--- src/design/i2c_master_byte_engine_macros.svh ---
// assertion macros for the i2c master byte engine
`ifndef I2C_MASTER_BYTE_ENGINE_MACROS_SVH
`define I2C_MASTER_BYTE_ENGINE_MACROS_SVH

`ifndef NO_ASSERTIONS

// same-cycle implication, checked out of reset
`define IME_ASSERT_IMPLY(label, clk, rst_n, ante, cons) \
    label: assert property (@(posedge clk) disable iff (!rst_n) (ante) |-> (cons)) \
        else $error("ime assertion failed");

// next-cycle implication, checked out of reset
`define IME_ASSERT_NEXT(label, clk, rst_n, ante, cons) \
    label: assert property (@(posedge clk) disable iff (!rst_n) (ante) |=> (cons)) \
        else $error("ime assertion failed");

`else

`define IME_ASSERT_IMPLY(label, clk, rst_n, ante, cons)
`define IME_ASSERT_NEXT(label, clk, rst_n, ante, cons)

`endif

`endif

--- src/design/ime_pkg.sv ---
// types and constants shared by the i2c master byte engine
`default_nettype none

package ime_pkg;

    // input kind codes
    localparam logic [2:0] KIND_TICK  = 3'd0;
    localparam logic [2:0] KIND_START = 3'd1;
    localparam logic [2:0] KIND_STOP  = 3'd2;
    localparam logic [2:0] KIND_WRITE = 3'd3;
    localparam logic [2:0] KIND_READ  = 3'd4;

    typedef enum logic [2:0] {
        CMD_IDLE  = 3'd0,
        CMD_START = 3'd1,
        CMD_STOP  = 3'd2,
        CMD_WRITE = 3'd3,
        CMD_READ  = 3'd4
    } cmd_t;

    localparam int PHASE_W = 5;
    localparam int SUB_W   = 2;

    // write: 8 bits of 3 ticks, then ack release, sample, final low
    localparam logic [PHASE_W-1:0] WR_DATA_TICKS = 5'd24;
    localparam logic [PHASE_W-1:0] WR_ACK_SAMPLE = 5'd25;
    // read: 8 bits of 2 ticks, then ack setup, ack high, final low
    localparam logic [PHASE_W-1:0] RD_DATA_TICKS = 5'd16;
    localparam logic [PHASE_W-1:0] RD_ACK_HIGH   = 5'd17;

    localparam logic [SUB_W-1:0] SUB_SETUP = 2'd0;
    localparam logic [SUB_W-1:0] SUB_HIGH  = 2'd1;
    localparam logic [SUB_W-1:0] SUB_LOW   = 2'd2;

    localparam int QUEUE_DEPTH = 2;
    localparam int QPTR_W      = (QUEUE_DEPTH > 1) ? $clog2(QUEUE_DEPTH) : 1;
    localparam int QCNT_W      = $clog2(QUEUE_DEPTH + 1);

    typedef struct packed {
        cmd_t       cmd;
        logic [7:0] data_byte;
        logic       send_ack;
        logic       sda_line;
    } q_item_t;

    typedef struct packed {
        logic [QCNT_W-1:0] count;
        logic              push;
        logic              pop;
    } q_stat_t;

endpackage

`default_nettype wire

--- src/design/ime_if.sv ---
// handshake channels of the i2c master byte engine
`default_nettype none

interface ime_in_if;
    logic       valid;
    logic       ready;
    logic [2:0] kind;
    logic [7:0] data_byte;
    logic       send_ack;
    logic       sda_line;

    modport source (output valid, output kind, output data_byte, output send_ack,
                    output sda_line, input ready);
    modport sink   (input valid, input kind, input data_byte, input send_ack,
                    input sda_line, output ready);
endinterface

interface ime_out_if;
    logic       valid;
    logic       ready;
    logic       scl_high;
    logic       sda_released;
    logic       busy_res;
    logic       done_res;
    logic [7:0] read_data;
    logic       ack_seen;
    logic       rejected;

    modport source (output valid, output scl_high, output sda_released, output busy_res,
                    output done_res, output read_data, output ack_seen, output rejected,
                    input ready);
    modport sink   (input valid, input scl_high, input sda_released, input busy_res,
                    input done_res, input read_data, input ack_seen, input rejected,
                    output ready);
endinterface

`default_nettype wire

--- src/design/ime_front.sv ---
// front end: accepts input beats and classifies the kind code
`default_nettype none

module ime_front (
    ime_in_if.sink           in_ch,
    input  wire logic        q_ready,
    output ime_pkg::q_item_t push_item,
    output logic             push_valid
);

    ime_pkg::cmd_t cmd;

    // unknown kinds behave as plain ticks
    always_comb
    begin
        unique case (in_ch.kind)
            ime_pkg::KIND_START: cmd = ime_pkg::CMD_START;
            ime_pkg::KIND_STOP:  cmd = ime_pkg::CMD_STOP;
            ime_pkg::KIND_WRITE: cmd = ime_pkg::CMD_WRITE;
            ime_pkg::KIND_READ:  cmd = ime_pkg::CMD_READ;
            default:             cmd = ime_pkg::CMD_IDLE;
        endcase
    end

    always_comb
    begin
        push_item.cmd       = cmd;
        push_item.data_byte = in_ch.data_byte;
        push_item.send_ack  = in_ch.send_ack;
        push_item.sda_line  = in_ch.sda_line;
    end

    assign in_ch.ready = q_ready;
    assign push_valid  = in_ch.valid & q_ready;

endmodule

`default_nettype wire

--- src/design/ime_queue.sv ---
// short queue between the front end and the bus sequencer
`default_nettype none

module ime_queue (
    input  wire logic              clk,
    input  wire logic              rst_n,
    input  wire logic              push,
    input  wire ime_pkg::q_item_t  push_item,
    input  wire logic              pop,
    output logic                   not_full,
    output logic                   not_empty,
    output ime_pkg::q_item_t       head_item,
    output ime_pkg::q_stat_t       stat
);

    localparam logic [ime_pkg::QCNT_W-1:0] FULL_COUNT =
        ime_pkg::QCNT_W'(ime_pkg::QUEUE_DEPTH);
    localparam logic [ime_pkg::QPTR_W-1:0] LAST_PTR =
        ime_pkg::QPTR_W'(ime_pkg::QUEUE_DEPTH - 1);

    ime_pkg::q_item_t              entry_reg [ime_pkg::QUEUE_DEPTH];
    logic [ime_pkg::QPTR_W-1:0]    wr_ptr_reg, wr_ptr_next;
    logic [ime_pkg::QPTR_W-1:0]    rd_ptr_reg, rd_ptr_next;
    logic [ime_pkg::QCNT_W-1:0]    count_reg, count_next;

    assign not_full  = (count_reg != FULL_COUNT);
    assign not_empty = (count_reg != '0);
    assign head_item = entry_reg[rd_ptr_reg];

    always_comb
    begin
        wr_ptr_next = wr_ptr_reg;
        rd_ptr_next = rd_ptr_reg;
        count_next  = count_reg;
        if (push)
        begin
            wr_ptr_next = (wr_ptr_reg == LAST_PTR) ? '0 : wr_ptr_reg + 1'b1;
        end
        if (pop)
        begin
            rd_ptr_next = (rd_ptr_reg == LAST_PTR) ? '0 : rd_ptr_reg + 1'b1;
        end
        if (push && !pop)
        begin
            count_next = count_reg + 1'b1;
        end
        else if (pop && !push)
        begin
            count_next = count_reg - 1'b1;
        end
    end

    always_ff @(posedge clk or negedge rst_n)
    begin
        if (!rst_n)
        begin
            wr_ptr_reg <= '0;
            rd_ptr_reg <= '0;
            count_reg  <= '0;
        end
        else
        begin
            wr_ptr_reg <= wr_ptr_next;
            rd_ptr_reg <= rd_ptr_next;
            count_reg  <= count_next;
        end
    end

    always_ff @(posedge clk)
    begin
        if (push)
        begin
            entry_reg[wr_ptr_reg] <= push_item;
        end
    end

    always_comb
    begin
        stat.count = count_reg;
        stat.push  = push;
        stat.pop   = pop;
    end

endmodule

`default_nettype wire

--- src/design/ime_back.sv ---
// bus sequencer: runs one tick per beat and registers the result beat
`default_nettype none

module ime_back (
    input  wire logic             clk,
    input  wire logic             rst_n,
    input  wire logic             head_valid,
    input  wire ime_pkg::q_item_t head_item,
    output logic                  pop,
    ime_out_if.source             out_ch
);

    ime_pkg::cmd_t                active_reg, active_next;
    logic [ime_pkg::PHASE_W-1:0]  phase_reg, phase_next;
    logic [ime_pkg::SUB_W-1:0]    sub_reg, sub_next;
    logic [7:0]                   shift_reg, shift_next;
    logic                         sda_out_reg, sda_out_next;
    logic                         scl_out_reg, scl_out_next;
    logic                         ack_send_reg, ack_send_next;
    logic                         ack_result_reg, ack_result_next;
    logic [7:0]                   latch_reg, latch_next;

    logic                         out_valid_reg;
    logic                         res_scl_reg, res_sda_reg, res_busy_reg, res_done_reg;
    logic                         res_rej_reg;

    // effective view of the tick after a possible command start
    logic                         start_new;
    logic                         rej;
    ime_pkg::cmd_t                eff_cmd;
    logic [ime_pkg::PHASE_W-1:0]  eff_phase;
    logic [ime_pkg::SUB_W-1:0]    eff_sub;
    logic [7:0]                   eff_shift;
    logic                         eff_ack;

    // tick outputs
    logic                         tick_scl, tick_sda, tick_done, hold_low, take_latch;
    logic [7:0]                   tick_shift;
    logic                         tick_ack_result;

    assign pop = head_valid && (!out_valid_reg || out_ch.ready);

    always_comb
    begin
        start_new = (head_item.cmd != ime_pkg::CMD_IDLE) && (active_reg == ime_pkg::CMD_IDLE);
        rej       = (head_item.cmd != ime_pkg::CMD_IDLE) && (active_reg != ime_pkg::CMD_IDLE);
        if (start_new)
        begin
            eff_cmd   = head_item.cmd;
            eff_phase = '0;
            eff_sub   = ime_pkg::SUB_SETUP;
            eff_shift = (head_item.cmd == ime_pkg::CMD_WRITE) ? head_item.data_byte : 8'h00;
            eff_ack   = head_item.send_ack;
        end
        else
        begin
            eff_cmd   = active_reg;
            eff_phase = phase_reg;
            eff_sub   = sub_reg;
            eff_shift = shift_reg;
            eff_ack   = ack_send_reg;
        end
    end

    // output logic of the sequencer
    always_comb
    begin
        tick_scl        = scl_out_reg;
        tick_sda        = sda_out_reg;
        tick_done       = 1'b0;
        hold_low        = 1'b0;
        take_latch      = 1'b0;
        tick_shift      = eff_shift;
        tick_ack_result = ack_result_reg;
        unique case (eff_cmd)
            ime_pkg::CMD_START:
            begin
                tick_scl = 1'b1;
                tick_sda = (eff_phase == '0);
                if (eff_phase != '0)
                begin
                    tick_done = 1'b1;
                    hold_low  = 1'b1;
                end
            end
            ime_pkg::CMD_STOP:
            begin
                tick_scl  = 1'b1;
                tick_sda  = (eff_phase != '0);
                tick_done = (eff_phase != '0);
            end
            ime_pkg::CMD_WRITE:
            begin
                if (eff_phase < ime_pkg::WR_DATA_TICKS)
                begin
                    if (eff_sub == ime_pkg::SUB_SETUP)
                    begin
                        tick_sda = eff_shift[7];
                    end
                    else if (eff_sub == ime_pkg::SUB_HIGH)
                    begin
                        tick_scl = 1'b1;
                    end
                    else
                    begin
                        tick_scl   = 1'b0;
                        tick_shift = {eff_shift[6:0], 1'b0};
                    end
                end
                else if (eff_phase == ime_pkg::WR_DATA_TICKS)
                begin
                    tick_sda = 1'b1;
                    tick_scl = 1'b0;
                end
                else if (eff_phase == ime_pkg::WR_ACK_SAMPLE)
                begin
                    tick_sda        = 1'b1;
                    tick_scl        = 1'b1;
                    tick_ack_result = ~head_item.sda_line;
                end
                else
                begin
                    tick_sda  = 1'b1;
                    tick_scl  = 1'b0;
                    tick_done = 1'b1;
                end
            end
            ime_pkg::CMD_READ:
            begin
                if (eff_phase < ime_pkg::RD_DATA_TICKS)
                begin
                    tick_sda = 1'b1;
                    if (!eff_phase[0])
                    begin
                        tick_scl   = 1'b1;
                        tick_shift = {eff_shift[6:0], head_item.sda_line};
                    end
                    else
                    begin
                        tick_scl = 1'b0;
                    end
                end
                else
                begin
                    tick_sda = ~eff_ack;
                    if (eff_phase == ime_pkg::RD_DATA_TICKS)
                    begin
                        tick_scl = 1'b0;
                    end
                    else if (eff_phase == ime_pkg::RD_ACK_HIGH)
                    begin
                        tick_scl = 1'b1;
                    end
                    else
                    begin
                        tick_scl   = 1'b0;
                        tick_done  = 1'b1;
                        take_latch = 1'b1;
                    end
                end
            end
            default:
            begin
                // idle: held levels shown, nothing moves
            end
        endcase
    end

    // next-state logic of the sequencer
    always_comb
    begin
        active_next     = active_reg;
        phase_next      = phase_reg;
        sub_next        = sub_reg;
        shift_next      = shift_reg;
        sda_out_next    = sda_out_reg;
        scl_out_next    = scl_out_reg;
        ack_send_next   = ack_send_reg;
        ack_result_next = ack_result_reg;
        latch_next      = latch_reg;
        if (eff_cmd != ime_pkg::CMD_IDLE)
        begin
            shift_next      = tick_shift;
            ack_send_next   = eff_ack;
            ack_result_next = tick_ack_result;
            sda_out_next    = tick_sda;
            scl_out_next    = hold_low ? 1'b0 : tick_scl;
            if (take_latch)
            begin
                latch_next = tick_shift;
            end
            if (tick_done)
            begin
                active_next = ime_pkg::CMD_IDLE;
                phase_next  = '0;
                sub_next    = ime_pkg::SUB_SETUP;
            end
            else
            begin
                active_next = eff_cmd;
                phase_next  = eff_phase + 1'b1;
                sub_next    = (eff_sub == ime_pkg::SUB_LOW) ? ime_pkg::SUB_SETUP
                                                            : eff_sub + 1'b1;
            end
        end
    end

    always_ff @(posedge clk or negedge rst_n)
    begin
        if (!rst_n)
        begin
            active_reg     <= ime_pkg::CMD_IDLE;
            phase_reg      <= '0;
            sub_reg        <= ime_pkg::SUB_SETUP;
            shift_reg      <= 8'h00;
            sda_out_reg    <= 1'b1;
            scl_out_reg    <= 1'b1;
            ack_send_reg   <= 1'b0;
            ack_result_reg <= 1'b0;
            latch_reg      <= 8'h00;
            out_valid_reg  <= 1'b0;
        end
        else
        begin
            if (pop)
            begin
                active_reg     <= active_next;
                phase_reg      <= phase_next;
                sub_reg        <= sub_next;
                shift_reg      <= shift_next;
                sda_out_reg    <= sda_out_next;
                scl_out_reg    <= scl_out_next;
                ack_send_reg   <= ack_send_next;
                ack_result_reg <= ack_result_next;
                latch_reg      <= latch_next;
                out_valid_reg  <= 1'b1;
            end
            else if (out_ch.ready)
            begin
                out_valid_reg <= 1'b0;
            end
        end
    end

    // result beat payload
    always_ff @(posedge clk)
    begin
        if (pop)
        begin
            res_scl_reg  <= tick_scl;
            res_sda_reg  <= tick_sda;
            res_busy_reg <= (active_next != ime_pkg::CMD_IDLE);
            res_done_reg <= tick_done;
            res_rej_reg  <= rej;
        end
    end

    assign out_ch.valid        = out_valid_reg;
    assign out_ch.scl_high     = res_scl_reg;
    assign out_ch.sda_released = res_sda_reg;
    assign out_ch.busy_res     = res_busy_reg;
    assign out_ch.done_res     = res_done_reg;
    assign out_ch.read_data    = latch_reg;
    assign out_ch.ack_seen     = ack_result_reg;
    assign out_ch.rejected     = res_rej_reg;

endmodule

`default_nettype wire

--- src/design/i2c_master_byte_engine.sv ---
// top level of the i2c master byte engine
`default_nettype none

// Single-master I2C byte engine driven by one tick beat per bus delay period.
// A start or stop takes 2 ticks, a write byte 27 and a read byte 19; the beat
// that carries a command is also its first tick, and a command that arrives
// while another runs is dropped and flagged as rejected. The engine takes one
// beat every cycle while the output side is not stalled and returns one result beat per
// input beat: an accepted beat is written into the two-entry queue, and the tick
// sequencer, which advances its whole bus state once per beat, registers the result
// beat into the result register behind it.
// read_data and ack_seen show the byte of the last completed read and the ack
// of the last write.

`include "i2c_master_byte_engine_macros.svh"

module i2c_master_byte_engine (
    input  wire logic  clk,
    input  wire logic  rst_n,
    ime_in_if.sink     in_ch,
    ime_out_if.source  out_ch
);

    ime_pkg::q_item_t push_item;
    ime_pkg::q_item_t head_item;
    ime_pkg::q_stat_t q_stat;
    logic             push_valid;
    logic             q_not_full;
    logic             q_not_empty;
    logic             pop;

    ime_front u_front (
        .in_ch      (in_ch),
        .q_ready    (q_not_full),
        .push_item  (push_item),
        .push_valid (push_valid)
    );

    ime_queue u_queue (
        .clk       (clk),
        .rst_n     (rst_n),
        .push      (push_valid),
        .push_item (push_item),
        .pop       (pop),
        .not_full  (q_not_full),
        .not_empty (q_not_empty),
        .head_item (head_item),
        .stat      (q_stat)
    );

    ime_back u_back (
        .clk        (clk),
        .rst_n      (rst_n),
        .head_valid (q_not_empty),
        .head_item  (head_item),
        .pop        (pop),
        .out_ch     (out_ch)
    );

    `IME_ASSERT_IMPLY(a_pop_nonempty, clk, rst_n, q_stat.pop, q_stat.count != '0)
    `IME_ASSERT_IMPLY(a_push_has_room, clk, rst_n, q_stat.push, q_not_full)
    `IME_ASSERT_IMPLY(a_done_idle, clk, rst_n, out_ch.valid && out_ch.done_res, !out_ch.busy_res)
    `IME_ASSERT_NEXT(a_pop_gives_beat, clk, rst_n, pop, out_ch.valid)

endmodule

`default_nettype wire

--- src/flat_wrapper.sv ---
// flat-port wrapper written by rule: the top's interface ports become plain ports
module i2c_master_byte_engine_flat 
  (clk, rst_n, in_ch_valid, in_ch_kind, in_ch_data_byte, in_ch_send_ack, in_ch_sda_line, in_ch_ready, out_ch_valid, out_ch_scl_high, out_ch_sda_released, out_ch_busy_res, out_ch_done_res, out_ch_read_data, out_ch_ack_seen, out_ch_rejected, out_ch_ready);
  ime_in_if in_ch_i ();
  ime_out_if out_ch_i ();
  input  wire logic clk;
  input  wire logic rst_n;
  input wire logic [$bits(in_ch_i.valid)-1:0] in_ch_valid;
  input wire logic [$bits(in_ch_i.kind)-1:0] in_ch_kind;
  input wire logic [$bits(in_ch_i.data_byte)-1:0] in_ch_data_byte;
  input wire logic [$bits(in_ch_i.send_ack)-1:0] in_ch_send_ack;
  input wire logic [$bits(in_ch_i.sda_line)-1:0] in_ch_sda_line;
  output wire logic [$bits(in_ch_i.ready)-1:0] in_ch_ready;
  output wire logic [$bits(out_ch_i.valid)-1:0] out_ch_valid;
  output wire logic [$bits(out_ch_i.scl_high)-1:0] out_ch_scl_high;
  output wire logic [$bits(out_ch_i.sda_released)-1:0] out_ch_sda_released;
  output wire logic [$bits(out_ch_i.busy_res)-1:0] out_ch_busy_res;
  output wire logic [$bits(out_ch_i.done_res)-1:0] out_ch_done_res;
  output wire logic [$bits(out_ch_i.read_data)-1:0] out_ch_read_data;
  output wire logic [$bits(out_ch_i.ack_seen)-1:0] out_ch_ack_seen;
  output wire logic [$bits(out_ch_i.rejected)-1:0] out_ch_rejected;
  input wire logic [$bits(out_ch_i.ready)-1:0] out_ch_ready;
  assign in_ch_i.valid = in_ch_valid;
  assign in_ch_i.kind = in_ch_kind;
  assign in_ch_i.data_byte = in_ch_data_byte;
  assign in_ch_i.send_ack = in_ch_send_ack;
  assign in_ch_i.sda_line = in_ch_sda_line;
  assign in_ch_ready = in_ch_i.ready;
  assign out_ch_valid = out_ch_i.valid;
  assign out_ch_scl_high = out_ch_i.scl_high;
  assign out_ch_sda_released = out_ch_i.sda_released;
  assign out_ch_busy_res = out_ch_i.busy_res;
  assign out_ch_done_res = out_ch_i.done_res;
  assign out_ch_read_data = out_ch_i.read_data;
  assign out_ch_ack_seen = out_ch_i.ack_seen;
  assign out_ch_rejected = out_ch_i.rejected;
  assign out_ch_i.ready = out_ch_ready;
  i2c_master_byte_engine u_core (.clk(clk), .rst_n(rst_n), .in_ch(in_ch_i), .out_ch(out_ch_i));
endmodule
--- config.mk ---
export PLATFORM = sky130hd
export DESIGN_NAME = i2c_master_byte_engine_flat
export DESIGN_NICKNAME = d
export VERILOG_FILES = /design/src/design/ime_pkg.sv /design/src/design/ime_if.sv /design/src/design/ime_front.sv /design/src/design/ime_queue.sv /design/src/design/ime_back.sv /design/src/design/i2c_master_byte_engine.sv /design/src/flat_wrapper.sv
export VERILOG_INCLUDE_DIRS = /design/src /design/src/design
export SDC_FILE = /design/constraint.sdc
export NUM_CORES = 1
export LEC_CHECK = 0
export BUFFER_PORTS_ARGS = -buffer_cell sky130_fd_sc_hd__buf_2
export CAP_MARGIN = 20
export CORE_ASPECT_RATIO = 0.8
export CORE_MARGIN = 2
export CORE_UTILIZATION = 45
export DETAILED_ROUTE_END_ITERATION = 6
export PLACE_DENSITY_LB_ADDON = 0.05
export SYNTH_ARGS = -nofsm -noshare
export SYNTH_HDL_FRONTEND = slang
export SYNTH_SLANG_ARGS = --single-unit
export TNS_END_PERCENT = 1
--- constraint.sdc ---
create_clock -name clk -period 3.57 [get_ports clk]
set_input_delay 0.714 -clock clk [delete_from_list [all_inputs] [get_ports clk]]
set_output_delay 0.714 -clock clk [all_outputs]
set_load 0.02 [all_outputs]
==> results of run 1 <==
layout make-up:
type | count | area (µm²) | area share
Clock buffer | 9 | 123.9 | 0.03345
Sequential cell | 66 | 1809 | 0.4885
Clock inverter | 7 | 68.82 | 0.01858
Timing Repair Buffer | 38 | 205.2 | 0.05541
Tap cell | 87 | 108.9 | 0.02939
Inverter | 14 | 52.55 | 0.01419
Multi-Input combinational cell | 190 | 1335 | 0.3605
critical path, delay by kind of cell (launching register included):
family | cells | cell delay (ns)
flip-flops | 1 | 0.48
AND/OR/NAND/NOR | 3 | 0.94
buffers and inverters | 1 | 0.12
adder cells (fa/ha/maj) | 1 | 0.17
AO/OA/AOI/OAI | 5 | 1.24
metrics by stage:
stage / power (W) / setup slack (ns) / hold slack (ns) / util / area, µm²
CTS: 0.003492 / 0.5370 / 0.4765 / 0.5348 / 3704
detailed placement: 0.002859 / 0.5611 / 0.4800 / 0.5070 / 3511
global route: 0.003723 / 0.3206 / 0.5149 / 0.5348 / 3704
global placement: 0.002850 / 0.6508 / 0.4617 / 0.5070 / 3511
finish: 0.003456 / 0.5411 / 0.4595 / 0.5348 / 3704
floorplan: 0.002450 / 0.5524 / 0.4184 / - / 3248
routing by layer:
metal | part of all wire | global-route usage | up-vias
li1 | - | - | 1111
met1 | 0.50 | 0.2559 | 1063
met2 | 0.44 | 0.2709 | 57
met3 | 0.049 | 0.05604 | 7
met4 | 0.015 | 0.08082 | 0
met5 | 0 | 0 | -
kinds of logic after synthesis:
kind of cell    count (synthesis)  synth area share
compound gates                 66            0.1460
xor+xnor                        7           0.01888
fa+ha+maj                       3           0.01156
buf+inv                        24           0.03351
flops                          66            0.5570
mux                            33            0.1071
simple gates                   81            0.1260
synthesized netlist by cell type (5+ instances only):
cell type and number:
dfrtp_1 33, edfxtp_1 31, nand2_1 27, mux2i_1 22, o21ai_0 21, nor2_1 15, inv_1 13, mux2_2 10
nor3_1 9, a21oi_1 8, clkbuf_1 7, a31oi_1 6, nand3_1 5, xnor2_1 5
cell usage in the layout, fill, tap and decap left out, types with 5 or more instances in the layout:
| master | n |
|---|---|
| dfrtp_1 | 33 |
| clkbuf_8 | 9 |
| a31oi_1 | 6 |
| o21ai_0 | 21 |
| nor3_1 | 9 |
| a21oi_1 | 8 |
| buf_4 | 6 |
| mux2_2 | 10 |
| mux2i_1 | 22 |
| buf_2 | 32 |
| nand2_1 | 27 |
| edfxtp_1 | 31 |
| xnor2_1 | 5 |
| inv_1 | 13 |
| nand3_1 | 5 |
| nor2_1 | 15 |
worst paths after layout:
check                                                     to                        from  cells past startpoint
min in group clk                  u_core.u_back.out_ch.valid  u_core.u_back.out_ch.valid                      2
min reg2reg                       u_core.u_back.out_ch.valid  u_core.u_back.out_ch.valid                      2
max                               u_core.u_back.phase_reg[1]   u_core.u_queue.rd_ptr_reg                     10
max reg2reg                       u_core.u_back.phase_reg[1]   u_core.u_queue.rd_ptr_reg                     10
max in group asynchronous  u_core.u_back.out_ch.read_data[4]                       rst_n                      1
min                               u_core.u_back.phase_reg[4]                       rst_n                      1
where the power goes:
group | switching [W] | leakage [nW] | internal, W | total, W
clock network | 0.000297 | 0.0970 | 0.000321 | 0.000618
logic | 0.000932 | 0.756 | 0.000598 | 0.00153
registers | 0.000210 | 0.718 | 0.00110 | 0.00131
total | 0.00144 | 1.57 | 0.00202 | 0.00346
==> impl_results.md, run 1 <==
- Async SR Flop Fraction: 0.5303
- Final worst path period need: 3.029 ns
- Mapped Area: 3248 µm²
- Post-route ant nets: 0
- Flop2flop setup slack: 0.54 ns
- Max_slew headroom: 0.4438
- Max FFs per register: 26
- Ant. Diodes: 0
- Max-cap viol count: 0
- Final setup violation count: 0
- Syn_nets: 300
- Die X: 98.99 µm
- Leakage dissipation: 1.571 nW
- Synth unique cells: 57
- First-pass GRT wire length: 11,030 µm
- Share of post-route cells with drive strength above 1: 0.2438
- WP data required: 3.82 ns
- PostCTS Resize Cnt: 0
- Worst slew pin tran: 0.8343 ns
- Placement Rows: 27
- Fin. max-slew vios: 0
- Nets: 339
- Max FO, Critical Path: 9
- GPL Wtd Cong: 0.8737
- CTS tree: built
- Worst-path clk slew: 0.08 ns
- Crit. End Element: flip-flop
- Pin count of the biggest net entering global routing: 36
- Worst EP arrival: 3.28 ns
- # fillers: 597
- Clk_skew: 0.007504 ns
- Avg WL per Cell: 16.24 µm
- Max clock buf depth: 2
- Maximum VDD drop: 0.4325 mV
- Mean post-synth cell area: 11.60 µm²
- Port Buf Inserts: 32
- Cts bufs inserted: 9
- Cells along the critical path: or4b_1, nand3_4, and2_1, ha_1, o21ba_2, o21ai_0, a211oi_2, a311oi_4, inv_2, o31ai_1
- Share of the synthesized area in the top cell type: 0.2866
- Grt ovf: 0
- Synthesis-to-layout area growth: 14.02%
- Number of synthesized flops with an enable pin: 31
- DRC Markers: 0
- Worst min-delay path class: input port to asynchronous set/reset pin
- Post-CTS Setup Bufs: 0
- Die area: 7918 µm²
- Dominant cell type by area after synthesis: edfxtp_1
- Sink Count: 66
- Cells after synthesis: 280
- RSZ-0062 raised after global routing: false
- Clock Latency Late Sink: 0.35 ns
- Hpwl dp: 4765 µm
- Worst path slowest cell: or4b_1
- Via density: 5.445
- Initial Utilization: 0.4690
- Flops & latches, synth: 66
- All-Layer GR Usage: 0.1855
- CTS hold repair buffers: 0
- Pre-antenna DRT Iters: 4
- Top Ports: 33
- Number of global-route vias before repair: 2,153
- Via count: 2,238
- 1st-iter DRT viols: 105
- CP startpoint kind: flip-flop
- Yosys warning count: 0
- Max frequency: 330.2 MHz
- WL final: 6675 µm
- Placed Cells: 395
- Hold Violations, Final: 0
- Outcome: finished, final reports clean
- Die Height: 79.99 µm
- Top cells by area, synth: edfxtp_1 (29%), dfrtp_1 (25%), mux2i_1 (6.8%)
- Post-synthesis sequential area ratio: 0.5570
- Setup Crit Path Kind: flip-flop to flip-flop
- CORE AREA: 6925 µm²
- Most used DFF post-synth: dfrtp_1
- Slowest Stage Delay on Critical Path: 0.55 ns
- Clk root buf: clkbuf_8
- H-tree depth: 3
- Power Density: 933.2 nW/µm²
- Initial antenna violation count: 0
- Period utilization: 0.8484
- Layout Cells excl Fill: 411
- Total negative slack: 0 ns
(Power assumes the default switching activity.)
==> run 2: changes to the inputs <==
==> constraint.sdc (replaced) <==
create_clock -name clk -period 3 [get_ports clk]
set_input_delay 0.6 -clock clk [delete_from_list [all_inputs] [get_ports clk]]
set_output_delay 0.6 -clock clk [all_outputs]
set_load 0.02 [all_outputs]
==> impl_results.md, run 2 (same netlist as run 1, synthesis figures left out) <==
- Stages on the worst setup path: 11
- Crit-path most repeated cell: o21ai_0
- Nets: 346
- Worst Setup EP: u_core.u_back.sub_reg[1]
- Pre-antenna DRT Iters: 4
- Register share of total power: 0.361
- Worst EP arrival: 3.08 ns
- First-pass GRT wire length: 11,150 µm
- Setup Crit Path Kind: flip-flop to flip-flop
- Final worst path period need: 2.823 ns
- Grt ovf: 0
- Maximum VDD drop: 0.4408 mV
- Top Ports: 33
- Initial Utilization: 0.4690
- Max clock buf depth: 2
- CP bufs+invs: 1
- Worst slew pin tran: 0.8264 ns
- Die Height: 79.99 µm
- Pin count of the biggest net entering global routing: 36
- WP data required: 3.26 ns
- Max-cap viol count: 0
- CORE AREA: 6925 µm²
- Post-layout util: 0.5440
- Cts bufs inserted: 9
- Flop2flop setup slack: 0.18 ns
- CTS hold repair buffers: 0
- Placed Cells: 400
- Max_slew headroom: 0.4491
- Power Density: 1124 nW/µm²
- Hold Violations, Final: 0
- Worst path slowest cell: or4b_1
- Clk root buf: clkbuf_8
- Hpwl dp: 4838 µm
- Post-route ant nets: 0
- CP startpoint kind: flip-flop
- Via density: 5.411
- Port Buf Inserts: 32
- Via count: 2,262
- WL final: 6754 µm
- RR Endpoint: u_core.u_back.sub_reg[1]
- Share of post-route cells with drive strength above 1: 0.2628
- Max FO, Critical Path: 5
- Clock Latency Late Sink: 0.34 ns
- Placement Rows: 27
- H-tree depth: 3
- Switch share: 0.4145
- Switching power: 0.001756 W
- Combinational Power Share: 0.462
- DRC Markers: 0
- Slowest Stage Delay on Critical Path: 0.60 ns
- GPL Wtd Cong: 0.8294
- Cells along the critical path: or4b_1, nand3_4, and2_1, ha_1, o21ba_2, o21ai_0, a211oi_2, a311oi_4, buf_4, nand4_1, o21ai_0
- Layout Cells excl Fill: 418
- Fin. max-slew vios: 0
- Leakage dissipation: 1.604 nW
- # fillers: 620
- Crit. End Element: flip-flop
- Outcome: finished, final reports clean
- Number of global-route vias before repair: 2,209
- Period utilization: 0.9411
- All-Layer GR Usage: 0.1867
- Clock power frac: 0.177
- Hold Slack: 0.3511 ns
- Sink Count: 66
- Ant. Diodes: 0
- Worst reg2reg path depth: 11
- Clk_skew: 0.008230 ns
- Max FFs per register: 26
- CTS tree: built
- Worst-path clk slew: 0.08 ns
- Sequential cell area: 1809 µm²
- Delay-heaviest family, CP: simple AND/OR/NAND/NOR gates
- Final setup violation count: 0
- Final total power: 0.004236 W
- Initial antenna violation count: 0
- RR Startpoint: u_core.u_queue.entry_reg[1][11]
- Multi-input logic area: 1335 µm²
- Die area: 7918 µm²
- 1st-iter DRT viols: 87
- Worst min-delay path class: input port to asynchronous set/reset pin
- Synthesis-to-layout area growth: 15.99%
- Die X: 98.99 µm
- Avg WL per Cell: 16.16 µm
- Most common cell after layout, fill and taps aside: dfrtp_1
- CP startpoint: u_core.u_queue.entry_reg[1][11]
- Max frequency: 354.2 MHz
- Commonest cells after routing, fill and taps aside: dfrtp_1 (33), buf_2 (32), edfxtp_1 (31)
- P_int: 0.002480 W
## run 2: cell count changes in the layout (fill, tap and decap cells not counted), sizes merged
cell / previous run / this run
buf: 38 / 45
clkinv: 4 / 2
clkinvlp: 1 / 2
inv: 15 / 16
## run 2: worst min path at each step
stage	endpoint	slack [ns]	cells past startpoint
2_1_floorplan	u_core.u_back.ack_send_reg	0.30	0
3_3_place_gp	u_core.u_back.shift_reg[0]	0.46	2
3_5_place_dp	u_core.u_back.shift_reg[2]	0.48	2
4_1_cts	u_core.u_back.phase_reg[3]	0.38	1
5_1_grt	u_core.u_back.phase_reg[3]	0.42	1
6_report	u_core.u_back.active_reg[2]	0.35	1
## run 2: final cells by class
type / instances / area share
clock buffer: 9 / 0.03288
clock inverter: 7 / 0.02026
inverter: 14 / 0.01395
multi-input combinational: 190 / 0.3544
sequential: 66 / 0.4802
tap: 87 / 0.02889
timing repair buffer: 45 / 0.06941
## run 2: repair_timing
item,CTS,global route
buffers inserted,0,2
hold endpoints to repair,0,0
setup endpoints to repair,0,9
resized for setup,0,0
## run 2: layer usage
metal	vias up	routed length [µm]	global-route usage
met5	-	0	0
li1	1124	-	-
met3	8	342	0.05692
met2	58	2949	0.2797
met4	0	91	0.06027
met1	1072	3371	0.2601
## run 2: through the flow
| stage | TNS (ns) | setup WS (ns) | instance area [µm²] |
|---|---|---|---|
| floorplan | 0 | 0.08409 | 3249 |
| global placement | 0 | 0.1927 | 3541 |
| detailed placement | 0 | 0.1002 | 3552 |
| CTS | 0 | 0.07623 | 3752 |
| global route | -0.001608 | -0.001608 | 3767 |
| finish | 0 | 0.1768 | 3767 |
## run 2: power by group through the flow
stage                     Combinational (W)  Clock (W)  Sequential (W)
after global placement              0.00189          0         0.00154
after global routing                0.00215   0.000823         0.00156
after CTS                           0.00193   0.000776         0.00153
after floorplan                     0.00135          0         0.00157
final                               0.00196   0.000750         0.00153
after detailed placement            0.00192          0         0.00154
==> run 3: changes to the inputs <==
--- a/config.mk
+++ b/config.mk
@@ -6,7 +6,7 @@
 export SDC_FILE = /design/constraint.sdc
 export NUM_CORES = 1
 export LEC_CHECK = 0
-export BUFFER_PORTS_ARGS = -buffer_cell sky130_fd_sc_hd__buf_2
+export BUFFER_PORTS_ARGS = -buffer_cell sky130_fd_sc_hd__clkbuf_2
 export CAP_MARGIN = 20
 export CORE_ASPECT_RATIO = 0.8
 export CORE_MARGIN = 2
==> impl_results.md, run 3 (same netlist as run 1, synthesis figures left out) <==
- Outcome: finished, final reports clean
- CP startpoint: u_core.u_queue.entry_reg[1][11]
- Fin. max-slew vios: 0
- Period utilization: 0.9285
- Clk root buf: clkbuf_8
- Ant. Diodes: 0
- Maximum VDD drop: 0.4453 mV
- Max clock buf depth: 2
- First-pass GRT wire length: 11,110 µm
- Pin count of the biggest net entering global routing: 36
- Final worst path period need: 2.785 ns
- Final Cell Area: 3754 µm²
- CP startpoint kind: flip-flop
- Hpwl dp: 4805 µm
- Most common cell after layout, fill and taps aside: dfrtp_1
- Avg WL per Cell: 16.44 µm
- Clk_skew: 0.01278 ns
- Placement Rows: 27
- WL final: 6837 µm
- Post-DP Area: 3552 µm²
- Cts bufs inserted: 9
- Initial antenna violation count: 0
- Top Ports: 33
- Setup Crit Path Kind: flip-flop to flip-flop
- DRC Markers: 0
- Via density: 5.596
- Sink Count: 66
- Nets: 344
- 1st-iter DRT viols: 107
- Leakage dissipation: 1.606 nW
- H-tree depth: 3
- Max frequency: 359.0 MHz
- Port Buf Inserts: 32
- Via count: 2,328
- Final setup violation count: 0
- Power Density: 1118 nW/µm²
- Clock Latency Late Sink: 0.35 ns
- Synthesis-to-layout area growth: 15.56%
- RSZ-0062 raised after global routing: false
- Commonest cells after routing, fill and taps aside: dfrtp_1 (33), clkbuf_2 (32), edfxtp_1 (31)
- Grt ovf: 0
- Number of global-route vias before repair: 2,219
- Pre-antenna DRT Iters: 4
- All-Layer GR Usage: 0.1877
- CTS tree: built
- GPL Wtd Cong: 0.8297
- WP data required: 3.25 ns
- Share of post-route cells with drive strength above 1: 0.2614
- Max_slew headroom: 0.3701
- Max FFs per register: 26
- # fillers: 610
- Max-cap viol count: 0
- Die X: 98.99 µm
- CORE AREA: 6925 µm²
- Worst EP arrival: 3.03 ns
- Worst slew pin tran: 0.9448 ns
- Worst min-delay path class: input port to asynchronous set/reset pin
- Post-route ant nets: 0
- Die area: 7918 µm²
- Hold Violations, Final: 0
- Total negative slack: 0 ns
- Die Height: 79.99 µm
- Max FO, Critical Path: 8
- Worst-path clk slew: 0.08 ns
- Initial Utilization: 0.4690
- Crit. End Element: flip-flop
- RR Startpoint: u_core.u_queue.entry_reg[1][11]
==> run 3: cell types whose count changed in the layout (fill, tap and decap cells not counted), sizes merged <==
cell      delta
clkbuf      +32
buf         -34
inv          -1
clkinvlp     -1
clkinv       +2
==> run 3: critical path, stage by stage, from the launching register on <==
cell and delay, ns:
edfxtp_1 0.43, or4b_4 0.56, nand3_4 0.12, and2_1 0.18, ha_1 0.17, o21ba_2 0.16, o21ai_0 0.18, a211oi_2 0.10
a311oi_4 0.43, inv_2 0.12, o31ai_1 0.24
==> run 3: power by group <==
part | internal (W) | leakage [nW] | switching [W] | total (W)
sequential | 0.00131 | 0.718 | 0.000230 | 0.00154
combinational | 0.000756 | 0.791 | 0.00117 | 0.00193
clock | 0.000382 | 0.0970 | 0.000352 | 0.000734
==> run 3: final cells by class <==
class                   instances  area, µm²  share of cell area
flip-flops and latches         66       1809              0.4820
multi-input cells             190       1344              0.3580
repair buffers                 43      246.5             0.06567
clock buffers                   9      123.9             0.03300
well taps                      87      108.9             0.02900
clock inverters                 7      68.82             0.01833
inverters                      14      52.55             0.01400
==> run 3: per-layer routing <==
metal / part of all wire / vias up / global-route usage
met3: 0.056 / 6 / 0.05079
li1: - / 1117 / -
met2: 0.44 / 65 / 0.2784
met5: 0 / - / 0
met4: 0.010 / 0 / 0.06301
met1: 0.49 / 1140 / 0.2672
==> run 3: path summary, 6_finish.rpt <==
path                       cells after the start  slack, ns                        endpoint
setup / recovery                              10       0.21      u_core.u_back.phase_reg[0]
hold / removal                                 1       0.39      u_core.u_back.phase_reg[1]
setup reg to reg                              10       0.21      u_core.u_back.phase_reg[0]
hold reg to reg                                2       0.49      u_core.u_back.shift_reg[0]
max in group asynchronous                      1       2.02      u_core.u_back.ack_send_reg
min in group clk                               1       0.45  u_core.u_queue.entry_reg[1][4]
==> run 3: timing repair <==
| item | 4_1_cts | 5_1_grt |
|---|---|---|
| resized for setup | 0 | 2 |
| hold buffers | 0 | 0 |
| endpoints found under the setup margin | 0 | 8 |
| buffers inserted | 0 | 0 |
==> run 3: per-stage QoR <==
step | hold slack [ns] | setup slack (ns) | utilization | instances | power (W)
after floorplan | 0.3044 | 0.08409 | - | 280 | 0.002917
after global placement | 0.4633 | 0.1893 | 0.5113 | 399 | 0.003427
after detailed placement | 0.4704 | 0.07329 | 0.5129 | 400 | 0.003457
after CTS | 0.4133 | 0.08640 | 0.5407 | 416 | 0.004208
after global routing | 0.4374 | 0.03344 | 0.5420 | 416 | 0.004503
final | 0.3899 | 0.2146 | 0.5420 | 416 | 0.004198
